### config.mk
export PLATFORM = sky130hd
export DESIGN_NAME = smc_kpi_ctl
export DESIGN_NICKNAME = d
export VERILOG_FILES = /design/src/hw/rtl/smc_kpi_pkg.sv /design/src/hw/rtl/smc_kpi_ctl.sv
export SDC_FILE = /design/constraint.sdc
export NUM_CORES = 1
export LEC_CHECK = 0
export ABC_CLOCK_PERIOD_IN_PS = 1990
export BUFFER_PORTS_ARGS = -buffer_cell sky130_fd_sc_hd__buf_2
export CORE_AREA = 2 2 39 41
export CTS_CLUSTER_DIAMETER = 30
export DETAILED_ROUTE_END_ITERATION = 12
export DIE_AREA = 0 0 41 43
export GPL_TIMING_DRIVEN = 1
export PLACE_DENSITY_LB_ADDON = 0.1
export SLEW_MARGIN = 20
export SYNTH_ARGS = -nofsm -noshare
export SYNTH_HDL_FRONTEND = slang
export SYNTH_SLANG_ARGS = --single-unit
### constraint.sdc
create_clock -name clk -period 1.99 [get_ports clk]
set_input_delay 0.199 -clock clk [delete_from_list [all_inputs] [get_ports clk]]
set_output_delay 0.199 -clock clk [all_outputs]
set_load 0.005 [all_outputs]
### src/hw/rtl/smc_kpi_pkg.sv
package smc_kpi_pkg;

  localparam int unsigned TABLE_ENTRIES_DEF = 64;
  localparam int unsigned VALUE_BYTES_DEF   = 32;
  localparam int unsigned RECEIVE_BYTES_DEF = 64;

  localparam int unsigned CMD_W  = 3;
  localparam int unsigned BYTE_W = 8;
  localparam int unsigned ENT_W  = 6;
  localparam int unsigned OFF_W  = 5;
  localparam int unsigned WORD_W = 32;
  localparam int unsigned SIZE_W = 6;
  localparam int unsigned CNT_W  = 9;

  localparam int unsigned CFG_IDX_W  = 1;
  localparam int unsigned CFG_DATA_W = 7;

  localparam logic [CFG_IDX_W-1:0] CFG_KEYS_IN_USE = 1'd0;
  localparam logic [CFG_IDX_W-1:0] CFG_DISCARD     = 1'd1;

  localparam logic [CMD_W-1:0] CMD_STATUS   = 3'd0;
  localparam logic [CMD_W-1:0] CMD_RDATA    = 3'd1;
  localparam logic [CMD_W-1:0] CMD_WCMD     = 3'd2;
  localparam logic [CMD_W-1:0] CMD_WDATA    = 3'd3;
  localparam logic [CMD_W-1:0] CMD_LOAD_HDR = 3'd4;
  localparam logic [CMD_W-1:0] CMD_LOAD_VAL = 3'd5;

  localparam logic [BYTE_W-1:0] OP_READ     = 8'h10;
  localparam logic [BYTE_W-1:0] OP_WRITE    = 8'h11;
  localparam logic [BYTE_W-1:0] OP_BY_INDEX = 8'h12;
  localparam logic [BYTE_W-1:0] OP_INFO     = 8'h13;

  localparam logic [BYTE_W-1:0] ST_READY = 8'h01;
  localparam logic [BYTE_W-1:0] ST_BUSY  = 8'h04;
  localparam int unsigned ATTR_WR_BIT = 6;

  localparam logic [CNT_W-1:0] COUNT_MAX = 9'd511;
  localparam logic [CNT_W-1:0] ARG_BYTES = 9'd5;
  localparam logic [CNT_W-1:0] KEY_BYTES = 9'd4;

  typedef struct packed {
    logic accept;
    logic reply;
    logic search;
    logic fetch;
    logic eval;
    logic copy;
    logic wcopy;
  } kpi_cmd_t;

  typedef struct packed {
    logic go_reply;
    logic go_search;
    logic go_fetch;
    logic srch_hit;
    logic srch_miss;
    logic eval_copy;
    logic eval_wcopy;
    logic copy_done;
  } kpi_status_t;

endpackage

### src/hw/rtl/smc_kpi_ctl.sv
module smc_kpi_ctl (
  input  logic                      clk,
  input  logic                      rst_n,
  input  logic                      in_valid,
  output logic                      in_ready,
  output logic                      out_valid,
  input  logic                      out_ready,
  input  smc_kpi_pkg::kpi_status_t  status,
  output smc_kpi_pkg::kpi_cmd_t     cmd
);
  import smc_kpi_pkg::*;

  typedef enum logic [2:0] {
    S_IDLE, S_REPLY, S_SEARCH, S_FETCH, S_EVAL, S_COPY, S_WCOPY
  } state_t;

  state_t state_r, state_nxt;
  logic   out_valid_r, out_valid_nxt;
  logic   accept;

  assign in_ready  = (state_r == S_IDLE) && !out_valid_r;
  assign out_valid = out_valid_r;
  assign accept    = in_valid && in_ready;

  always_comb begin
    cmd        = '0;
    cmd.accept = accept;
    cmd.reply  = (state_r == S_REPLY);
    cmd.search = (state_r == S_SEARCH);
    cmd.fetch  = (state_r == S_FETCH);
    cmd.eval   = (state_r == S_EVAL);
    cmd.copy   = (state_r == S_COPY);
    cmd.wcopy  = (state_r == S_WCOPY);
  end

  always_comb begin
    state_nxt     = state_r;
    out_valid_nxt = out_valid_r && !out_ready;
    unique case (state_r)
      S_IDLE: begin
        if (accept) begin
          out_valid_nxt = !status.go_reply;
          if (status.go_reply) state_nxt = S_REPLY;
          else if (status.go_search) state_nxt = S_SEARCH;
          else if (status.go_fetch) state_nxt = S_FETCH;
        end
      end
      S_REPLY: begin
        out_valid_nxt = 1'b1;
        state_nxt     = S_IDLE;
      end
      S_SEARCH: begin
        if (status.srch_hit) state_nxt = S_FETCH;
        else if (status.srch_miss) state_nxt = S_IDLE;
      end
      S_FETCH: state_nxt = S_EVAL;
      S_EVAL: begin
        if (status.eval_copy) state_nxt = S_COPY;
        else if (status.eval_wcopy) state_nxt = S_WCOPY;
        else state_nxt = S_IDLE;
      end
      S_COPY, S_WCOPY: begin
        if (status.copy_done) state_nxt = S_IDLE;
      end
      default: state_nxt = S_IDLE;
    endcase
  end

  always_ff @(posedge clk) begin
    if (!rst_n) begin
      state_r     <= S_IDLE;
      out_valid_r <= 1'b0;
    end else begin
      state_r     <= state_nxt;
      out_valid_r <= out_valid_nxt;
    end
  end
endmodule

Word level (Yosys, flattened, before mapping)
Index checks and enable logic that the tools add are counted.
{"block": "totals", "out_inout_bits": 9, "regBits": 4, "inputBits": 12, "elab_cells": 33}
{"block": "classes", "muxes": 12, "n_reduce_logical": 9, "n_eq_ne": 10}
{"operator": "$mux W3", "n": 9}
{"operator": "$pmux W3 S5", "n": 1}
{"operator": "$eq A3 B3 Y1 const B", "n": 3}
{"operator": "$eq A3 B2 Y1 const B", "n": 2}
{"operator": "$ne A2 B2 Y1 const B", "n": 2}
{"operator": "$ne A4 B4 Y1 const B", "n": 1}
{"operator": "$reduce_and A4 Y1", "n": 1}
{"operator": "$eq A3 B1 Y1 const B", "n": 1}
{"operator": "$logic_and A1 B1 Y1", "n": 3}
{"operator": "$logic_not A1 Y1", "n": 3}
{"operator": "$logic_not A3 Y1", "n": 1}
{"operator": "$ne A3 B3 Y1 const B", "n": 1}
{"operator": "$pmux W1 S2", "n": 1}
{"operator": "$reduce_or A2 Y1", "n": 1}
{"operator": "$mux W1", "n": 1}

Longest topological paths before layout
{"block": "depth", "depth_word": 5, "mapped_depth": 6, "mapped_depth_nobuf": 4}

Least setup slack after synthesis
Ideal clock, no wire load.
{"block": "synth_timing", "path_kind": "flip-flop to output port", "from": "reg state_r[2]", "to": "out cmd[6] (netlist name)", "stages_incl_launch_ff": 6, "path_buffers": 3, "path_slack_ns": 0.690, "required_time_ns": 1.791, "arrival_time_ns": 1.101, "path_cell_list": "dfxtp_1 -> buf_6 -> buf_6 -> nor4_2 -> and2_1 -> buf_4"}
{"block": "synth_between", "elab_chain_len": 3}
{"element": "from (decl)", "line": "smc_kpi_ctl.sv:17", "source": "state_t state_r, state_nxt;"}
{"element": "from (signal assigned)", "line": "smc_kpi_ctl.sv:74", "source": "state_r <= state_nxt;"}
{"element": "$logic_not A3 Y1", "line": "smc_kpi_ctl.sv:21", "source": "assign in_ready = (state_r == S_IDLE) && !out_valid_r;"}
{"element": "$logic_and A1 B1 Y1", "line": "smc_kpi_ctl.sv:21"}
{"element": "named net in_ready", "line": "smc_kpi_ctl.sv:5", "source": "output logic in_ready,"}
{"element": "$logic_and A1 B1 Y1", "line": "smc_kpi_ctl.sv:23", "source": "assign accept = in_valid && in_ready;"}
{"element": "to (decl)", "line": "smc_kpi_ctl.sv:9", "source": "output smc_kpi_pkg::kpi_cmd_t cmd"}
The timed path passes the listed nets, and every way through them passes these cells.

==> results.json <==
{
  "finish.instance_area_um2": 534.3,
  "nets": 84,
  "max_stage_delay_ns": 0.61,
  "critPathBufInv": 2,
  "first_pass_iters": 4,
  "gr-total-overflow": 0,
  "area_delta_synth_final_pct": 22.35,
  "irDropWorstVdd_mv": 0.2745,
  "slew_headroom": 0.6162,
  "fin_crit_sh": 0.7973,
  "yosysUniqueCellTypes": 29,
  "synth_seq_cells": 4,
  "die_h_um": 43,
  "yosysSeqAreaShare": 0.1834,
  "fmax_mhz": 630.3,
  "syn_inst": 52,
  "path_cells": "inv_2, nor3_1, buf_2",
  "gp_congestion": 0.6545,
  "worst_pin_slew_ns": 0.5750,
  "syn_nets": 64,
  "wl_per_cell_um": 11.53,
  "grt_pass1_wl_um": 1428,
  "drtIter0Drc": 3,
  "final.setup_skew_ns": 0.001252,
  "antennaDiodeCount": 0,
  "worst_ep_required_time_ns": 1.79,
  "start_kind": "register",
  "placed_area_um2": 511.7,
  "cts_sinks": 4,
  "root_buffer": "clkbuf_4",
  "syn_area_um2": 436.7,
  "critPathTopFamily": "flip-flops",
  "setup_viol": 0,
  "postCtsResizedCells": 0,
  "yosysWarnings": 0,
  "p_leak_nw": 0.2338,
  "slew_violations": 0,
  "grt_util_all_layers": 0.1153,
  "hold_violations": 0,
  "drc": 0,
  "start_util": 0.3156,
  "worst_path_max_delay_cell": "dfxtp_1",
  "dp_hpwl_um": 745.4,
  "htreeDepth": 1,
  "crit_fanout": 12,
  "cts_setup_buffers": 0,
  "grt_pass1_vias": 356,
  "viasPerCell": 5.070,
  "finalSetupTns_ns": 0,
  "clock_path_buffers": 2,
  "synth.avg_cell_area_um2": 8.397,
  "powerDensity_nw_per_um2": 571.8,
  "reg2reg_setup_slack_ns": 0.56,
  "hold_ws_ns": 0.2520,
  "outcome": "completed",
  "yosysTopAreaCellShare": 0.1834,
  "coreArea_um2": 1384,
  "cts_tree": "yes",
  "ioPinCount": 21,
  "utilization": 0.3861,
  "clkLatencyLatePin_ns": 0.23,
  "post-route-min-period_ns": 1.587,
  "row_count": 14,
  "hp-class": "input pin to register",
  "antenna_found_initial": 0,
  "cts_hold_buf": 0,
  "maxCapViolations": 0,
  "ant_nets": 0,
  "numCtsBuffers": 3,
  "drive_gt1_frac": 0.4143,
  "clkTransAtPathRegs_ns": 0.03,
  "crit_arrival_ns": 1.39,
  "cp-end-kind": "primary output",
  "synth.largest_area_cell": "dfxtp_1",
  "rsz0062_at_grt": "no",
  "io_buffers": 20,
  "synth_area_leaders": "dfxtp_1 18%, nor3b_1 10%, buf_6 7.7%",
  "chipWidth_um": 41,
  "grt_max_degree": 18,
  "num_vias": 436,
  "die-area_um2": 1763,
  "crit_type": "register to primary output",
  "totalWireLength_um": 992
}
-- per-layer routing --
layer  vias to the layer above  wire, um  global-route usage
met5                         -         0                   0
met4                         0         0             0.04000
met3                         0        41             0.03141
met2                         7       472              0.1844
met1                       200       477              0.1410
li1                        229         -                   -
-- cells by family after synthesis --
kind of cell	synth area share
AND/OR/NAND/NOR	0.4355
AO/OA/AOI/OAI	0.2521
buffers and inverters	0.1289
flip-flops	0.1834
-- through the flow --
stage / std cells / worst slack [ns] / power [W]
2_1_floorplan: 52 / 0.6904 / 0.0001834
3_3_place_gp: 83 / 0.5885 / 0.0002133
3_5_place_dp: 83 / 0.5667 / 0.0002125
4_1_cts: 86 / 0.3984 / 0.0003140
5_1_grt: 86 / 0.3107 / 0.0003279
6_report: 86 / 0.4034 / 0.0003055
-- Yosys cell counts --
cell type  instances
buf_4              2
a31o_1             1
inv_2              1
nor4_2             1
nand4bb_1          1
nor4_4             1
a211oi_2           1
o311ai_1           1
nand3b_1           1
o2111a_1           1
nand2_1            2
o21ai_1            2
nor3b_1            6
o21bai_1           1
nor3_1             3
a21oi_1            3
nor3b_2            1
buf_6              3
nor2_1             2
and2_1             2
o31ai_1            1
nor2b_1            4
nand2b_1           1
o21ai_0            1
dfxtp_1            4
and3_1             1
clkbuf_1           1
o31a_1             1
o21a_1             2
-- registers in the layout, indices dropped and copies added, names as in the netlist --
name / cells
out_valid: 1
state_r: 3
-- final timing paths --
kind / endpoint / cells past startpoint / from
max: cmd[5] / 3 / state_r[0]
min: out_valid / 2 / rst_n
min reg2reg: out_valid / 2 / out_valid
max reg2reg: state_r[1] / 4 / state_r[1]
-- area by class of cell --
type,count,area [um^2]
fill,158,849.6
multi-input combinational,41,300.3
timing repair buffer,21,107.6
sequential,4,80.08
clock buffer,3,22.52
tap,16,20.02
inverter,1,3.754
-- where the power goes --
part           leakage (nW)  internal (W)  switching [W]   total, W
sequential           0.0328     0.0000886      0.0000232   0.000112
clock                0.0138     0.0000671      0.0000277  0.0000947
combinational         0.187     0.0000550      0.0000439  0.0000989
-- cells in the final DEF (no fill, tap or decap), types with 2 or more instances in the layout --
cell type,count
nor2b_1,4
o21a_1,2
nand2_1,2
o21ai_1,2
nor3b_1,6
nor3_1,3
and2_1,2
buf_2,20
a21oi_1,3
clkbuf_4,3
nor2_1,2
dfxtp_1,4
Power figures use the tool's default switching activity.
